**src/rtl/first_best_fit_block_allocator_defines.svh**
```systemverilog
// Assertion macros shared by the allocator modules.
`ifndef FIRST_BEST_FIT_BLOCK_ALLOCATOR_DEFINES_SVH
`define FIRST_BEST_FIT_BLOCK_ALLOCATOR_DEFINES_SVH

// Same-cycle implication, clocked on clk and off during reset.
`define FBBA_ASSERT_IMPLIES(lbl, ante, cons, msg) \
	lbl: assert property (@(posedge clk) disable iff (!arst_n) (ante) |-> (cons)) \
		else $error(msg);

// Next-cycle implication, clocked on clk and off during reset.
`define FBBA_ASSERT_NEXT(lbl, ante, cons, msg) \
	lbl: assert property (@(posedge clk) disable iff (!arst_n) (ante) |=> (cons)) \
		else $error(msg);

`endif

```
**src/rtl/fbba_pkg.sv**
```systemverilog
// Shared types, codes and sizing constants of the block allocator.
package fbba_pkg;

	// Table sizing.
	localparam int NUM_BLOCKS = 16;
	localparam int SIZE_BITS  = 16;
	localparam int IDX_W      = (NUM_BLOCKS > 1) ? $clog2(NUM_BLOCKS) : 1;
	localparam int CNT_W      = $clog2(NUM_BLOCKS + 1);
	localparam int PADDR_W    = 3;

	localparam logic [SIZE_BITS-1:0] SIZE_MAX = '1;

	// Item opcodes.
	typedef enum logic [1:0] {
		OP_LOAD  = 2'd0,
		OP_ALLOC = 2'd1,
		OP_CLEAR = 2'd2
	} op_t;

	// Result status codes.
	typedef enum logic [2:0] {
		ST_LOADED   = 3'd0,
		ST_GRANTED  = 3'd1,
		ST_NOFIT    = 3'd2,
		ST_REJECTED = 3'd3,
		ST_CLEARED  = 3'd4
	} status_t;

	// Configuration register index, taken from paddr[2].
	typedef enum logic {
		REG_FIT_MODE    = 1'b0,
		REG_BLOCK_COUNT = 1'b1
	} reg_idx_t;

	// Input item.
	typedef struct packed {
		logic [1:0]  opcode;
		logic [3:0]  slot;
		logic [7:0]  tag;
		logic [15:0] size;
	} req_t;

	// Result item.
	typedef struct packed {
		logic [2:0] status;
		logic [3:0] granted_slot;
		logic [7:0] granted_tag;
	} rsp_t;

	// Configuration register contents.
	typedef struct packed {
		logic       fit_mode;
		logic [4:0] block_count;
	} cfg_t;

	// One table entry as stored in the RAM.
	typedef struct packed {
		logic [SIZE_BITS-1:0] size;
		logic [7:0]           tag;
	} blk_entry_t;

	// Commands from the controller to the datapath.
	typedef struct packed {
		logic capture;
		logic scan_en;
		logic finish;
	} dp_cmd_t;

	// Status from the datapath to the controller.
	typedef struct packed {
		logic need_scan;
		logic scan_done;
		logic out_free;
	} dp_sts_t;

endpackage

```
**src/rtl/first_best_fit_block_allocator.sv**
```systemverilog
// Top level of the first-fit / best-fit partition allocator.
//
// Channel   Direction  Handshake               Payload
// req       in         req_valid / req_stall   fbba_pkg::req_t (opcode, slot, tag, size)
// rsp       out        rsp_valid / rsp_stall   fbba_pkg::rsp_t (status, granted_slot, granted_tag)
// apb       in         psel / penable / pready fit_mode at 0x0, block_count at 0x4
//
// Loads, clears, rejected items and unknown opcodes skip the scan and go from decode to result.
// An allocate with a nonzero id scans min(block_count, NUM_BLOCKS) slots: the table RAM
// has one read port, so the scan reads one slot per cycle, then waits for the registered
// read data and for the reads to drain before the result is written.
// Reset frees all slots at once through per-slot ownership flops; there is no clearing pass.
// A stalled result holds in the output register; the next item is accepted meanwhile
// and waits for that register before its own result is written.
module first_best_fit_block_allocator (
	input  logic                        clk,
	input  logic                        arst_n,
	input  logic                        req_valid,
	output logic                        req_stall,
	input  fbba_pkg::req_t              req,
	output logic                        rsp_valid,
	input  logic                        rsp_stall,
	output fbba_pkg::rsp_t              rsp,
	input  logic                        psel,
	input  logic                        penable,
	input  logic                        pwrite,
	input  logic [fbba_pkg::PADDR_W-1:0] paddr,
	input  logic [31:0]                 pwdata,
	output logic [31:0]                 prdata,
	output logic                        pready
);
	import fbba_pkg::*;

	cfg_t    cfg;
	dp_cmd_t cmd;
	dp_sts_t sts;

	// Configuration registers.
	fbba_cfg u_cfg (
		.clk     (clk),
		.arst_n  (arst_n),
		.psel    (psel),
		.penable (penable),
		.pwrite  (pwrite),
		.paddr   (paddr),
		.pwdata  (pwdata),
		.prdata  (prdata),
		.pready  (pready),
		.cfg     (cfg)
	);

	// Sequencer.
	fbba_ctrl u_ctrl (
		.clk       (clk),
		.arst_n    (arst_n),
		.req_valid (req_valid),
		.req_stall (req_stall),
		.sts       (sts),
		.cmd       (cmd)
	);

	// Table, scan and result path.
	fbba_dp u_dp (
		.clk       (clk),
		.arst_n    (arst_n),
		.req       (req),
		.cfg       (cfg),
		.cmd       (cmd),
		.sts       (sts),
		.rsp_valid (rsp_valid),
		.rsp_stall (rsp_stall),
		.rsp       (rsp)
	);

endmodule

```
**src/rtl/fbba_ram.sv**
```systemverilog
// Generic single-write, single-read RAM with registered read data.
module fbba_ram #(
	parameter int WIDTH = 8,
	parameter int DEPTH = 16,
	localparam int AW = (DEPTH > 1) ? $clog2(DEPTH) : 1
) (
	input  logic             clk,
	input  logic             we,
	input  logic [AW-1:0]    waddr,
	input  logic [WIDTH-1:0] wdata,
	input  logic [AW-1:0]    raddr,
	output logic [WIDTH-1:0] rdata
);

	logic [WIDTH-1:0] mem [DEPTH];

	// Write port and registered read port.
	always_ff @(posedge clk) begin
		if (we) begin
			mem[waddr] <= wdata;
		end
		rdata <= mem[raddr];
	end

endmodule

```
**src/rtl/fbba_cfg.sv**
```systemverilog
// APB-style configuration registers of the block allocator.
module fbba_cfg (
	input  logic                        clk,
	input  logic                        arst_n,
	input  logic                        psel,
	input  logic                        penable,
	input  logic                        pwrite,
	input  logic [fbba_pkg::PADDR_W-1:0] paddr,
	input  logic [31:0]                 pwdata,
	output logic [31:0]                 prdata,
	output logic                        pready,
	output fbba_pkg::cfg_t              cfg
);
	import fbba_pkg::*;

	logic     fit_mode_q;
	logic [4:0] block_count_q;
	logic     wr_en;
	reg_idx_t idx;

	assign pready = 1'b1;
	assign wr_en  = psel && penable && pwrite;
	assign idx    = reg_idx_t'(paddr[2]);

	// Register writes complete on the access cycle of a transfer.
	always_ff @(posedge clk or negedge arst_n) begin
		if (!arst_n) begin
			fit_mode_q    <= 1'b0;
			block_count_q <= '0;
		end else if (wr_en) begin
			case (idx)
				REG_FIT_MODE:    fit_mode_q    <= pwdata[0];
				REG_BLOCK_COUNT: block_count_q <= pwdata[4:0];
				default:         ;
			endcase
		end
	end

	// Read data mux.
	always_comb begin
		case (idx)
			REG_FIT_MODE:    prdata = {31'b0, fit_mode_q};
			REG_BLOCK_COUNT: prdata = {27'b0, block_count_q};
			default:         prdata = '0;
		endcase
	end

	assign cfg.fit_mode    = fit_mode_q;
	assign cfg.block_count = block_count_q;

endmodule

```
**src/rtl/fbba_ctrl.sv**
```systemverilog
// Controller state machine that sequences load, scan and result steps.
module fbba_ctrl (
	input  logic               clk,
	input  logic               arst_n,
	input  logic               req_valid,
	output logic               req_stall,
	input  fbba_pkg::dp_sts_t  sts,
	output fbba_pkg::dp_cmd_t  cmd
);
	import fbba_pkg::*;

	`include "first_best_fit_block_allocator_defines.svh"

	typedef enum logic [1:0] {
		S_IDLE,
		S_DECODE,
		S_SCAN,
		S_RESULT
	} state_t;

	state_t state_q;

	// State register.
	always_ff @(posedge clk or negedge arst_n) begin
		if (!arst_n) begin
			state_q <= S_IDLE;
		end else begin
			case (state_q)
				S_IDLE: begin
					if (req_valid) begin
						state_q <= S_DECODE;
					end
				end
				S_DECODE: begin
					state_q <= sts.need_scan ? S_SCAN : S_RESULT;
				end
				S_SCAN: begin
					if (sts.scan_done) begin
						state_q <= S_RESULT;
					end
				end
				S_RESULT: begin
					if (sts.out_free) begin
						state_q <= S_IDLE;
					end
				end
				default: state_q <= S_IDLE;
			endcase
		end
	end

	// Commands follow the state; an item is taken only when idle.
	assign req_stall   = (state_q != S_IDLE);
	assign cmd.capture = (state_q == S_IDLE) && req_valid;
	assign cmd.scan_en = (state_q == S_SCAN);
	assign cmd.finish  = (state_q == S_RESULT) && sts.out_free;

	`FBBA_ASSERT_NEXT(a_accept_decode, req_valid && !req_stall, state_q == S_DECODE, "accepted item did not move to decode")
	`FBBA_ASSERT_NEXT(a_finish_idle, cmd.finish, state_q == S_IDLE, "controller did not return to idle after a result")
	`FBBA_ASSERT_NEXT(a_noscan_result, (state_q == S_DECODE) && !sts.need_scan, state_q == S_RESULT, "item without a scan did not go to result")

endmodule

```
**src/rtl/fbba_dp.sv**
```systemverilog
// Datapath: item register, partition table, fit scan and result register.
module fbba_dp (
	input  logic               clk,
	input  logic               arst_n,
	input  fbba_pkg::req_t     req,
	input  fbba_pkg::cfg_t     cfg,
	input  fbba_pkg::dp_cmd_t  cmd,
	output fbba_pkg::dp_sts_t  sts,
	output logic               rsp_valid,
	input  logic               rsp_stall,
	output fbba_pkg::rsp_t     rsp
);
	import fbba_pkg::*;

	`include "first_best_fit_block_allocator_defines.svh"

	req_t                 item_q;
	logic [CNT_W-1:0]     limit_q;
	logic [CNT_W-1:0]     issue_cnt_q;
	logic                 rd_vld_s1;
	logic [IDX_W-1:0]     rd_idx_s1;
	logic                 found_q;
	logic [IDX_W-1:0]     best_idx_q;
	logic [SIZE_BITS-1:0] best_size_q;
	logic [7:0]           best_tag_q;
	logic [NUM_BLOCKS-1:0] used_q;
	logic                 rsp_valid_q;
	rsp_t                 rsp_q;

	logic                 issue_en;
	logic                 fits;
	logic                 hit;
	logic                 slot_oor;
	logic                 load_ok;
	logic                 grant;
	logic [IDX_W-1:0]     load_idx;
	logic [SIZE_BITS-1:0] load_size;
	blk_entry_t           wr_entry;
	blk_entry_t           rd_entry;
	logic [$bits(blk_entry_t)-1:0] ram_rdata;
	rsp_t                 result;

	// Size and tag table; the scan reads every entry below the block count, loaded or not.
	fbba_ram #(
		.WIDTH ($bits(blk_entry_t)),
		.DEPTH (NUM_BLOCKS)
	) u_table (
		.clk   (clk),
		.we    (cmd.finish && load_ok),
		.waddr (load_idx),
		.wdata (wr_entry),
		.raddr (issue_cnt_q[IDX_W-1:0]),
		.rdata (ram_rdata)
	);

	assign rd_entry = blk_entry_t'(ram_rdata);

	// Load decode: range check and clamp of the stored size.
	assign slot_oor  = 32'(item_q.slot) >= 32'(NUM_BLOCKS);
	assign load_ok   = (item_q.opcode == OP_LOAD) && !slot_oor;
	assign load_idx  = IDX_W'(item_q.slot);
	assign load_size = (32'(item_q.size) > 32'(SIZE_MAX)) ? SIZE_MAX
		: SIZE_BITS'(item_q.size);
	assign wr_entry.size = load_size;
	assign wr_entry.tag  = item_q.tag;

	// Scan: one read issued per cycle, compared in the next cycle.
	assign issue_en = cmd.scan_en && (issue_cnt_q < limit_q);
	assign fits     = rd_vld_s1 && !used_q[rd_idx_s1]
		&& (32'(rd_entry.size) >= 32'(item_q.size));
	assign hit      = fits && (!found_q || (cfg.fit_mode && (rd_entry.size < best_size_q)));

	always_ff @(posedge clk or negedge arst_n) begin
		if (!arst_n) begin
			issue_cnt_q <= '0;
			rd_vld_s1   <= 1'b0;
			found_q     <= 1'b0;
		end else if (cmd.capture) begin
			issue_cnt_q <= '0;
			rd_vld_s1   <= 1'b0;
			found_q     <= 1'b0;
		end else begin
			rd_vld_s1 <= issue_en;
			if (issue_en) begin
				issue_cnt_q <= issue_cnt_q + 1'b1;
			end
			if (hit) begin
				found_q <= 1'b1;
			end
		end
	end

	// Item capture and best-candidate payload.
	always_ff @(posedge clk) begin
		if (cmd.capture) begin
			item_q  <= req;
			limit_q <= (32'(cfg.block_count) > 32'(NUM_BLOCKS)) ? CNT_W'(NUM_BLOCKS)
				: CNT_W'(cfg.block_count);
		end
		rd_idx_s1 <= issue_cnt_q[IDX_W-1:0];
		if (hit) begin
			best_idx_q  <= rd_idx_s1;
			best_size_q <= rd_entry.size;
			best_tag_q  <= rd_entry.tag;
		end
	end

	// Result of the item in hand.
	assign grant = (item_q.opcode == OP_ALLOC) && (item_q.tag != 8'd0) && found_q;

	always_comb begin
		result = '0;
		case (item_q.opcode)
			OP_LOAD: begin
				result.status = slot_oor ? ST_REJECTED : ST_LOADED;
			end
			OP_ALLOC: begin
				if (item_q.tag == 8'd0) begin
					result.status = ST_REJECTED;
				end else if (found_q) begin
					result.status       = ST_GRANTED;
					result.granted_slot = 4'(best_idx_q);
					result.granted_tag  = best_tag_q;
				end else begin
					result.status = ST_NOFIT;
				end
			end
			OP_CLEAR: begin
				result.status = ST_CLEARED;
			end
			default: begin
				result.status = ST_REJECTED;
			end
		endcase
	end

	// Ownership bits: set on a grant, cleared by a load or a clear.
	always_ff @(posedge clk or negedge arst_n) begin
		if (!arst_n) begin
			used_q <= '0;
		end else if (cmd.finish) begin
			if (item_q.opcode == OP_CLEAR) begin
				used_q <= '0;
			end else if (load_ok) begin
				used_q[load_idx] <= 1'b0;
			end else if (grant) begin
				used_q[best_idx_q] <= 1'b1;
			end
		end
	end

	// Output register holds a result until its transfer.
	always_ff @(posedge clk or negedge arst_n) begin
		if (!arst_n) begin
			rsp_valid_q <= 1'b0;
		end else if (cmd.finish) begin
			rsp_valid_q <= 1'b1;
		end else if (!rsp_stall) begin
			rsp_valid_q <= 1'b0;
		end
	end

	always_ff @(posedge clk) begin
		if (cmd.finish) begin
			rsp_q <= result;
		end
	end

	assign rsp_valid     = rsp_valid_q;
	assign rsp           = rsp_q;
	assign sts.need_scan = (item_q.opcode == OP_ALLOC) && (item_q.tag != 8'd0);
	assign sts.scan_done = (issue_cnt_q == limit_q) && !rd_vld_s1;
	assign sts.out_free  = !rsp_valid_q || !rsp_stall;

	`FBBA_ASSERT_IMPLIES(a_no_overwrite, cmd.finish, !rsp_valid_q || !rsp_stall, "result register overwritten before its transfer")
	`FBBA_ASSERT_IMPLIES(a_scan_drained, cmd.finish, !rd_vld_s1, "result produced with a table read still in flight")
	`FBBA_ASSERT_NEXT(a_grant_owned, cmd.finish && grant, used_q[$past(best_idx_q)], "granted slot not marked as owned")

endmodule
```
**config.mk**
```make
export PLATFORM = sky130hd
export DESIGN_NAME = first_best_fit_block_allocator
export DESIGN_NICKNAME = d
export VERILOG_FILES = /design/src/rtl/fbba_pkg.sv /design/src/rtl/first_best_fit_block_allocator.sv /design/src/rtl/fbba_ram.sv /design/src/rtl/fbba_cfg.sv /design/src/rtl/fbba_ctrl.sv /design/src/rtl/fbba_dp.sv
export VERILOG_INCLUDE_DIRS = /design/src /design/src/rtl
export SDC_FILE = /design/constraint.sdc
export NUM_CORES = 1
export LEC_CHECK = 0
export BUFFER_PORTS_ARGS = -buffer_cell sky130_fd_sc_hd__buf_2
export CAP_MARGIN = 25
export CORE_MARGIN = 3
export CORE_UTILIZATION = 40
export CTS_BUF_LIST = sky130_fd_sc_hd__clkbuf_4
export CTS_CLUSTER_DIAMETER = 60
export DETAILED_ROUTE_END_ITERATION = 6
export HOLD_SLACK_MARGIN = 0.03
export REMOVE_ABC_BUFFERS = 1
export SETUP_SLACK_MARGIN = 0.3
export SLEW_MARGIN = 10
export SYNTH_ARGS = -nofsm -noshare
export SYNTH_HDL_FRONTEND = slang
export SYNTH_SLANG_ARGS = --single-unit
export TNS_END_PERCENT = 100
```
**constraint.sdc**
```tcl
create_clock -name clk -period 8.3 [get_ports clk]
set_clock_uncertainty 0.05 [all_clocks]
set_input_delay 1.66 -clock clk [delete_from_list [all_inputs] [get_ports clk]]
set_output_delay 1.66 -clock clk [all_outputs]
set_load 0.02 [all_outputs]
```
==> results, run 1 <==
- The total count of hold-check failures in the final report was 0.
- Once detailed placement completed, the half-perimeter wirelength came to 23,000 µm.
- The overall via count from detail_route is a little over 10,000.
- Counting tap cells, the placed design contains a total of approximately 1,700 instances.
- Counting flops and latches in the post-synthesis netlist gives ~520.
- Synthesis produced a netlist whose cell count is 1,025.
- At the end of routability-driven placement, the weighted congestion stood at 0.829.
- In the finished design, the share of the clock period the worst path needs comes to 0.482.
- The clock latency of the later-clocked register in the worst-skew pair is 0.91 ns.
- The count of hold-fix buffers inserted at cts is 0.
- The number of warnings issued by yosys is 0.
- The sum of negative setup slack is 0 ns.
- In this run the core area contains 82 standard-cell rows.
- The initial detailed-routing violation count is between 700 and 800.
- The clock sink count is between 500 and 600.
- The signal on the critical path passes through buf_2, mux2_2, buf_2.
- The most used standard cell by instance count after synthesis is edfxtp_1.
- Setup repair after global routing left no endpoint under its margin.
- The synthesized design spends more area on one cell type than any other, namely edfxtp_1.
- The wire length of the first global-routing pass is ~64,000 µm.
- For this run, asynchronously set or reset flops after synthesis account for 0.0613.
- The number of setup buffers added after CTS is 0.
- The critical-path cell with the highest stage delay is mux2_2.
- The arrival time at the worst endpoint is 2.29 ns.
- The area growth from synthesis to final layout is 15.9%.
- The top metal layer carrying routed signals is met4.
- The normalized max-slew margin is 0.330.
- The worst endpoint required time is 6.59 ns.
- The maximum VDD drop is 0.000143 V.
- The share of the Yosys chip area taken by registers is 0.744.
- The overall routing resource usage is 0.160.
- Registers take about 15,000 µm².
- The number of inserted filler cells in the final layout is ~4,300.
- Of the post-synthesis cell area, the dominant cell type holds 0.677.
- The worst setup path is launched from an input port.
- The floorplan die height is roughly 230 µm.
- Derived from the worst setup path, the maximum achievable clock frequency is about 250 MHz.
- In this run the power density over the cells is approximately 310 nW/µm².
- Once routing completed, OpenROAD measured the worst setup slack at 4.30 ns.
- The final layout contains routed wiring with a total length of 41,600 µm.
- After floorplanning, the core was sized to cover 50,400 µm².
- The kind of end point of the critical path is an output pin.
- After clock tree synthesis, the clock-pin slew on the worst setup and hold paths is 0.06 ns.
- The register-to-register setup slack is roughly 4.4 ns.
- The most numerous cell type found on the critical path is buf_2.
- The ratio of cells with drive above 1 in the final layout is 0.359.
- The flow ran to the end, and the final reports show no timing, DRC or antenna violations.
- The CTS tree is done.
- Across the run, the number of max-cap violations was 0.
- For this run, the slowest stage of the critical path takes between 0.3 and 0.4 ns.
- After synthesis, the most frequently instantiated cells are edfxtp_1, mux4_2, inv_1.
- The number of nets in the layout is around 1,300.
- The met1 layer wirelength in the final routing is 18,200 µm.
- The count of distinct cell types in the synthesized netlist is 57.
- The utilization after layout is 0.471.
- The leakage power total is 0.00821 µW.
- The count of unresolved DRC violations after routing is 0.
- Summing all multi-input logic gate instances after layout gives 4890 µm².
- For this run the aggregate overflow at the end of global routing stands at 0.
- The count of TritonRoute iterations in the first routing pass is 5.
- The number of standard cells in the layout, taps in and fillers out is about 2,000.
- The transition time at the pin with the least slew margin is 1.00 ns.
- The number of synthesized flops with an enable pin is about 460.
- The worst hold path belongs to the class reg -> reg.
- Post-CTS repair changed the size of 0 cells.
- In the post-synthesis netlist, the biggest area contributors are edfxtp_1, mux4_2, dfrtp_1.
- Port buffering added 64 buffers.
- The via count of the first global-routing pass was about 11,000.
- The initial utilization of the core area, before any placement, comes to 0.407.
- Of all nets on the critical path, the largest fanout is 7.
- Pin placement for this block handled 122 I/O pins.
- The worst setup path is of the in -> out kind.
- The met3 routed wirelength is 2610 µm.
- The vias per cell is 5.12.
- Wire segments on met2 add up to 20,100 µm in the final route.
- The count of final setup violators is 0.
- The depth of the CTS H-tree is 4.
- The synthesized netlist occupies a cell area of roughly 20,000 µm².
- The die is 232 µm wide.
- The minimum clock period is between 3 and 4 ns.
- The total count of max-transition violations in the final report is 0.
- The total CTS buffers is 142.
- The detail route stage leaves a number of antenna-violating nets equal to 0.
- The most used flip-flop cell after synthesis is edfxtp_1.
- The maximum number of buffers from clock root to sink is 3.
- The number of antenna violations at the first check in global routing is 2.
- A synthesized cell averages approximately 20 µm².
- The setup slack after placement is 4.10 ns.
- The cell sitting at the root of the clock tree is a clkbuf_4.
- The maximum number of pins on one net before global-route repair is 45.
- The final routed wire length divided by cell count is between 20 and 25 µm.
- The total die area is approximately 54,000 µm².
- The total power after layout is 7320 µW.
==> critical path, delay by kind of cell <==
kind,cells,cell delay [ns]
mux,1,0.34
buf+inv,2,0.29
==> final cells by class <==
class                           instances  area share
Antenna cell                            3    0.000316
Clock buffer                          224      0.0709
Clock inverter                         33      0.0114
Inverter                               49     0.00775
Multi-Input combinational cell        415       0.206
Sequential cell                       522       0.642
Tap cell                              672      0.0354
Timing Repair Buffer                   81      0.0255
==> layout by cell type, fill, tap and decap left out, drive strengths merged, types with 4 or more instances in the layout <==
cell / n
nor2b: 7
and3: 10
dfrtp: 32
or3: 6
a21oi: 28
nand4: 5
a211oi: 4
a41oi: 4
clkinv: 24
nand2: 20
nand3: 9
conb: 28
o21ai: 12
nor3: 7
buf: 81
dfxtp: 28
inv: 51
ha: 42
mux2: 9
nor4: 13
o22a: 12
and2: 6
mux4: 123
edfxtp: 462
bufinv: 5
nor2: 33
clkbuf: 224
==> cell families (layout without fill, tap and decap cells) <==
logic type                 count (synthesis)  in the layout  synth area share
muxes                                    135            135             0.142
DFF                                      522            522             0.744
other                                      2             31          0.000367
xor gates and xnor gates                   3              3           0.00128
adders and majority gates                 42             42            0.0257
and+or+nand+nor                          127            127            0.0320
AOI/OAI and AO/OA                         80             80            0.0269
buffers and inverters                    114            387            0.0278
==> flip-flops by register name (all words and copies together), names as in the netlist <==
register and count:
u_dp.item_q 10, u_cfg.fit_mode_q 1, u_dp.best_tag_q 8, u_ctrl.state_q 2, u_dp.rsp_valid 1, u_dp.u_table.rdata 24
u_dp.rd_vld_s1 1, u_dp.best_idx_q 4, u_dp.u_table.mem 384, u_dp.best_size_q 16, u_cfg.block_count_q 5, u_dp.issue_cnt_q 5
u_dp.found_q 1, u_dp.used_q 16, u_dp.load_idx 4, u_dp.rd_idx_s1 4, u_dp.load_size 16, u_dp.rsp 15
u_dp.limit_q 5
==> power by group <==
part	total, µW	switching, µW	internal, µW
Sequential	3460	258	3200
Clock	2410	1040	1380
Combinational	1450	730	723
Total	7320	2020	5300
==> path summary, 6_finish.rpt <==
check,start,to,depth (start not counted)
hold reg to reg,u_dp.u_table.rdata[5],u_dp.best_tag_q[5],0
setup / recovery,paddr[2],prdata[0],3
max in group asynchronous,arst_n,u_dp.issue_cnt_q[1],1
min in group asynchronous,arst_n,u_dp.used_q[8],1
setup reg to reg,u_dp.load_size[15],u_dp.best_size_q[10],8
hold / removal,u_dp.u_table.rdata[5],u_dp.best_tag_q[5],0
==> through the flow <==
stage / instance area, µm² / hold slack [ns]
after floorplan: 20200 / 0.336
after global placement: 21500 / 0.338
after detailed placement: 21600 / 0.342
after CTS: 23500 / 0.356
after global routing: 23700 / 0.363
final: 23700 / 0.354
==> layer usage <==
metal,vias up,GRT usage
met2,348,0.254
met5,-,0
li1,4594,-
met3,58,0.0460
met4,0,0.0656
met1,5233,0.209
No activity file was read; power rests on OpenSTA's default activity.
==> run 2, diff against run 1 <==
- clock period: 8.3 -> 4 ns (I/O delays scaled with it)
==> run 2 against run 1 <==
Compared with the run above: critical path depth up 5; hold slack worse by 0.15 ns; clock power up 110%; sequential power up 110%; non-clock buffer count up 50; power up 110%; highest routed layer unchanged.
==> results, run 2 (same netlist as run 1, synthesis figures left out) <==
- The final standard cell area without fillers is 24,000 µm² (+1.3%).
- The leading cell type in the layout, fill and taps excluded is edfxtp_1.
- For this run, the top clock speed supported by timing is 309 MHz.
- Leaving out fill and tap cells, the most frequent cells in the layout are edfxtp_1, clkbuf_4, mux4_2.
- The combinational share of power is 0.203 (+0.005).
- The sum of negative setup slack is 0 ns (unchanged).
- The overall via count from detail_route is 10,400 (+1.5%).
- TritonCTS built the clock tree.
- CTS placed an instance of clkbuf_4 at the clock tree root.
- The transition time at the pin with the least slew margin came to 0.861 ns (-0.141 ns).
- The number of cell instances on the worst register-to-register path is 8 (unchanged).
- The total number of cells along the worst setup path is 8 (+5).
- The count of pins on the block boundary was 122 (unchanged).
- The worst reg2reg path endpoint is u_dp.best_tag_q[5].
- The worst hold path begins at req_valid.
- The utilization after layout is 0.477 (+0.00633).
- The final weighted congestion of routability-driven global placement was 0.828 (about the same).
- The ratio of cells with drive above 1 in the final layout is 0.350 (-0.00832).
- The sequential group share of total power is 0.469 (-0.003).
- The longest individual stage delay on the worst path is 0.66 ns (+0.32 ns).
- The count of TritonRoute iterations in the first routing pass is 7 (+2).
- The switching power came to 4170 µW (+110%).
- The normalized max-slew margin is 0.411 (+0.0809).
- The worst setup path is launched from a flop.
- The floorplan die height is 232 µm (unchanged).
- The total count of max-transition violations in the final report came to 0 (unchanged).
- The power share of the clock group is 0.328 (-0.002).
- The clock sink count is 522 (unchanged).
- The critical-path cell with the highest stage delay is edfxtp_1.
- The total wire length after detailed routing is 43,500 µm (+4.6%).
- STA classifies the critical path endpoint as a flop.
- The overall routing resource usage is 0.168 (+0.00743).
- The total CTS buffers is 138 (-2.8%).
- The number of nets in the layout is 1,371 (+3.5%).
- The maximum number of buffers from clock root to sink is 3 (unchanged).
- The number of resized instances in the post-cts repair step was 0 (unchanged).
- The switching share of power is 0.274 (-0.00207).
- The worst endpoint required time is 4.51 ns (-2.08 ns).
- The minimum clock period is between 3 and 4 ns.
- The total placed cells including tap cells is 1,752 (+1.2%).
- The max capacitance violation total is 0 (unchanged).
- The number of buffers and inverters on the critical path was 2 (unchanged).
- The count of final setup violators is 0 (unchanged).
- The count of unresolved DRC violations after routing is 0 (unchanged).
- The path type of the worst setup path is reg -> reg.
- The total die area came to 54,000 µm² (unchanged).
- The initial detailed-routing violation count is 802 (+3.6%).
- The register-to-register setup slack is 0.76 ns (-3.64 ns).
- The internal cell power is 11,000 µW (+110%).
- The wire length of the first global-routing pass was 66,100 µm (+3.6%).
- The leakage power total is 0.00837 µW (+2.0%).
- The maximum number of pins on one net before global-route repair was 65 (+44%).
- The power per unit of standard cell area is 633 nW/µm² (+100%).
- The count of hold-fix buffers inserted at cts is 37 (+37).
- The vias per cell is 5.10 (-0.41%).
- The total power after layout is 15,200 µW (+110%).
- The register with the most flip-flops is u_dp.u_table.mem.
- The beginning of the worst register-to-register path is u_dp.load_size[13].
- The signal on the critical path passes through inv_1, ha_1, nand2_1, nor4_1, o311ai_0, a31oi_2, o31a_1, buf_4.
- The final routed wire length divided by cell count was 21.4 µm (+2.7%).
- The number of antenna violations at the first check in global routing is 1 (-1).
- The worst hold path class is in -> reg.
- The area growth from synthesis to final layout is 17.4%.
- The worst hold path terminates at u_dp.found_q.
- Setup repair after global routing left no endpoint under its margin.
- The detailed placer's ending HPWL is 23,600 µm (+2.8%).
- The global route total overflow is 0 (unchanged).
- The post-route antenna net violation count is 0 (unchanged).
- The quantity of I/O buffers inserted on ports was 64 (unchanged).
- The arrival time at the worst endpoint is 3.75 ns (+1.46 ns).
- The overall die width was 232 µm (unchanged).
- The maximum VDD drop is 0.000270 V (+89%).
- The depth of the CTS H-tree was 4 (unchanged).
- The maximum fanout count along the critical path is 17 (+10).
- The clock latency of the later-clocked register in the worst-skew pair is 0.92 ns (about the same).
- The total count of hold-check failures in the final report was 0 (unchanged).
- The number of standard cells in the layout, taps in and fillers out is 2,037 (+1.9%).
- The number of flip-flops in the largest register was 384 (unchanged).
- The number of setup buffers added after CTS came to 0 (unchanged).
- The clock-pin slew on the worst setup and hold paths is 0.06 ns (about the same).
- The cell family contributing the most delay on the critical path is compound AO/OA/AOI/OAI gates.
- The number of stages on the worst hold path was 3 (+3).
- The largest registers in the layout are u_dp.u_table.mem x384, u_dp.u_table.rdata x24.
- The placed cell area is 21,700 µm² (+0.72%).
- The area of the core was 50,400 µm² (unchanged).
- The initial standard-cell utilization of the core is 0.407 (unchanged).
- The via count of the first global-routing pass is 11,000 (+1.5%).
- The final critical-path share of the clock period is 0.809.
- The run finished with clean final reports.
- The number of rows created at floorplan is 82 (unchanged).
==> run 2: cell count changes in the layout (fill, tap and decap cells not counted), moves of 2 or more <==
cell           change
clkbuf_4          -10
dlygate4sd3_1     +37
bufinv_16          +2
buf_4             +19
diode_2            -2
buf_16             -6
==> run 2: final cells by class <==
cell class	instances	area (µm²)
clock inverters	33	323
flip-flops and latches	522	15200
inverters	49	184
well taps	672	841
clock buffers	214	1610
diodes	1	2.50
repair buffers	131	953
multi-input cells	415	4890
fillers	4247	26300
==> run 2: worst max path at each step <==
stage,from,endpoint
global placement,u_dp.load_size[13],u_dp.best_size_q[2]
floorplan,u_dp.issue_cnt_q[0],u_dp.u_table.rdata[0]
finish,u_dp.load_size[13],u_dp.best_tag_q[5]
global route,u_dp.load_size[13],u_dp.best_size_q[1]
CTS,u_dp.load_size[13],u_dp.best_size_q[2]
detailed placement,u_dp.load_size[13],u_dp.best_size_q[0]
==> run 2: layer usage <==
layer / global-route usage / wire [µm] / share of wire
met5: 0 / 0 / 0
met4: 0.0734 / 1080 / 0.025
met3: 0.0451 / 2280 / 0.052
met2: 0.259 / 20600 / 0.47
met1: 0.224 / 19600 / 0.45
==> run 2: worst min-delay path: stages <==
cell	delay (ns)
buf_2	0.09
nand2_1	0.11
o21a_1	0.13
==> run 2: stage by stage <==
step | hold WS [ns] | setup WS [ns]
after floorplan | 0.336 | -1.12
after detailed placement | 0.340 | 0.771
after global routing | 0.110 | 0.573
final | 0.200 | 0.763
after global placement | 0.338 | 0.833
after CTS | 0.0688 | 0.736
==> run 2: power by group through the flow <==
stage	clock, µW	combinational [µW]	sequential [µW]
2_1_floorplan	0	2120	7420
3_3_place_gp	0	3100	7230
3_5_place_dp	0	3130	7260
4_1_cts	5160	3160	7140
5_1_grt	5470	3390	7220
6_report	4990	3090	7140
==> run 3, diff against run 2 <==
- clock period: 4 -> 3.25 ns (I/O delays scaled with it)
==> run 3 against run 2 <==
Compared with the run above: die area stayed put; sequential power is 21% higher; hold slack better by 0.00083 ns; core utilization is 0.57 points higher; via count is 2.9% higher; sequential share of layout area is 0.75 points lower; non-clock buffer count is 28 higher; power is 23% higher; combinational power is 33% higher; worst setup slack worse by 0.32 ns; global-route usage is 0.52 points higher; clock power is 18% higher; highest routed layer unchanged.
==> results, run 3 (same netlist as run 1, synthesis figures left out) <==
- The top metal layer carrying routed signals is met4.
- The quantity of I/O buffers inserted on ports is 64 (unchanged).
- The overall routing resource usage was 0.173 (+0.00516).
- The total CTS buffers is 139 (+0.72%).
- Leaving out fill and tap cells, the most frequent cells in the layout are edfxtp_1, clkbuf_4, mux4_2.
- The normalized max-slew margin is 0.484 (+0.0725).
- The number of antenna violations at the first check in global routing is 2 (+1).
- The worst reg2reg path endpoint is u_dp.best_tag_q[5].
- The beginning of the worst register-to-register path is u_dp.rd_idx_s1[2].
- The wire length of the first global-routing pass came to 67,500 µm (+2.1%).
- The maximum VDD drop is 0.000362 V (+34%).
- The clock sink count is 522 (unchanged).
- Setup repair after global routing left no endpoint under its margin.
- TritonCTS built the clock tree.
- The vias per cell came to 5.16 (+1.2%).
- The maximum clock frequency was 356 MHz (+15%).
- In this run the worst setup path begins at u_dp.rd_idx_s1[2].
- The worst setup path is captured at a flop.
- The via count of the first global-routing pass is 11,100 (+0.69%).
- The depth of the CTS H-tree is 4 (unchanged).
- The floorplan die height came to 232 µm (unchanged).
- The worst endpoint required time is 3.80 ns (-0.71 ns).
- The met1 layer wirelength in the final routing was 19,300 µm (-1.3%).
- The register-to-register setup slack came to 0.44 ns (-0.32 ns).
- The max capacitance violation total is 0 (unchanged).
- The number of stages on the worst hold path is 3 (unchanged).
- The sum of negative setup slack is 0 ns (unchanged).
- The maximum fanout count along the critical path is 18 (+1).
- The total count of max-transition violations in the final report came to 0 (unchanged).
- The final routed wire length divided by cell count is 21.7 µm (+1.5%).
- The setup slack after placement is 0.365 ns (-0.406 ns).
- The maximum number of pins on one net before global-route repair was 70 (+7.7%).
- The total placed cells including tap cells is 1,771 (+1.1%).
- In the final layout, the registers with the most flip-flops are u_dp.u_table.mem x384, u_dp.u_table.rdata x24.
- The post-route antenna net violation count is 0 (unchanged).
- The number of nets in the layout is 1,400 (+2.1%).
- The number of standard cells in the layout, taps in and fillers out is 2,070 (+1.6%).
- More flip-flops sit in one register than any other, and that register is u_dp.u_table.mem.
- The number of cell instances on the worst register-to-register path is 6 (-2).
- The area growth from synthesis to final layout is 18.8%.
- The number of inserted filler cells in the final layout was 4,230 (-0.40%).
- The count of final setup violators is 0 (unchanged).
- The number of flip-flops in the largest register is 384 (unchanged).
- The total count of hold-check failures in the final report was 0 (unchanged).
- The detailed route wirelength on metal2 is 21,800 µm (+6.0%).
- The area of the core was 50,400 µm² (unchanged).
- The path with the worst hold slack has its endpoint at u_cfg.block_count_q[3].
- The path type of the worst setup path is reg -> reg.
- The total wire length after detailed routing is 44,900 µm (+3.2%).
- The minimum clock period is 2.81 ns (-0.427 ns).
- The total power after layout came to 18,600 µW (+23%).
- The final standard cell area without fillers is 24,300 µm² (+1.2%).
- The smallest setup slack after layout was 0.440 ns (-0.323 ns).
- The transition time at the pin with the least slew margin is 0.775 ns (-0.0865 ns).
- The global route total overflow was 0 (unchanged).
- The clock latency of the later-clocked register in the worst-skew pair is 0.93 ns (about the same).
- The total die area came to 54,000 µm² (unchanged).
- The worst hold path class is in -> reg.
- The placed cell area is 22,100 µm² (+1.4%).
- The overall die width is 232 µm (unchanged).
- The number of rows created at floorplan is 82 (unchanged).
- STA classifies the critical path startpoint as a flop.
- The final weighted congestion of routability-driven global placement is 0.843 (+1.8%).
- The met3 routed wirelength is 2810 µm (+24%).
- The overall via count from detail_route is 10,700 (+2.9%).
- In this run the most critical hold path is launched from pwrite.
- In this run the clock root is driven by a clkbuf_4.
- The clock-pin slew on the worst setup and hold paths is 0.06 ns (about the same).
- The final critical-path share of the clock period was 0.865 (+0.0554).
- The detailed placer's ending HPWL was 24,800 µm (+4.8%).
- The run finished with clean final reports.
- The count of pins on the block boundary came to 122 (unchanged).
- The leakage power total is 0.00852 µW (+1.8%).
- The count of TritonRoute iterations in the first routing pass is 5 (-2).
- The count of unresolved DRC violations after routing is 0 (unchanged).
- The arrival time at the worst endpoint came to 3.36 ns (-0.39 ns).
- The power per unit of standard cell area is 766 nW/µm² (+21%).
- The initial standard-cell utilization of the core is 0.407 (unchanged).
- The ratio of cells with drive above 1 in the final layout was 0.364 (+0.0140).
- The initial detailed-routing violation count was 810 (+1.0%).
- The library cell used most frequently in the layout, excluding fill and tap cells, is edfxtp_1.
- The maximum number of buffers from clock root to sink is 3 (unchanged).
-- run 3: cell count changes in the layout (fill, tap and decap cells not counted), sizes merged --
| cell | before | now |
|---|---|---|
| buf | 94 | 119 |
| clkbuf | 214 | 224 |
| bufinv | 7 | 2 |
| clkinv | 23 | 19 |
| diode | 1 | 4 |
| dlygate4sd3 | 37 | 40 |
| inv | 50 | 53 |
| clkinvlp | 2 | 0 |
-- run 3: repair_timing --
action                                  in CTS  in global routing
gates resized for setup                      0                  1
endpoints found under the setup margin       0                 28
endpoints found under the hold margin       72                  0
hold buffers                                40                  0
setup buffers                                0                  6
-- run 3: how the worst max path moves through the flow --
stage | endpoint
after detailed placement | u_dp.best_size_q[2]
after floorplan | u_dp.u_table.rdata[0]
after global placement | u_dp.best_size_q[2]
after global routing | u_dp.best_size_q[11]
final | u_dp.best_tag_q[5]
after CTS | u_dp.best_size_q[0]
-- run 3: final cells by class --
class	count	area, µm²	area share
Sequential cell	522	15200	0.626
Multi-Input combinational cell	415	4890	0.201
Clock buffer	224	1680	0.0691
Timing Repair Buffer	159	1330	0.0548
Tap cell	672	841	0.0345
Inverter	49	184	0.00756
Clock inverter	25	148	0.00607
Antenna cell	4	10.0	0.000411
-- run 3: power by group --
| group | switching, µW | total, µW | internal (µW) |
|---|---|---|---|
| Combinational | 2080 | 4100 | 2020 |
| Sequential | 504 | 8670 | 8160 |
| Clock | 2620 | 5880 | 3260 |
| Total | 5200 | 18600 | 13400 |
-- run 3: critical path, cell delays in order, from the launching register on --
cell	delay [ns]
dfxtp_2	0.42
mux4_1	0.63
mux2_2	0.29
a211o_1	0.38
a31oi_2	0.25
o31a_1	0.25
buf_12	0.21
-- run 3: layer usage --
metal,vias up,track usage
met1,5507,0.225
met3,82,0.0539
met2,374,0.272
met4,0,0.0682
li1,4719,-
met5,-,0
-- run 3: through the flow --
stage               hold WS, ns   util
floorplan                 0.304      -
global placement          0.339  0.438
detailed placement        0.344  0.438
CTS                      0.0680  0.482
global route             0.0961  0.483
finish                    0.201  0.483
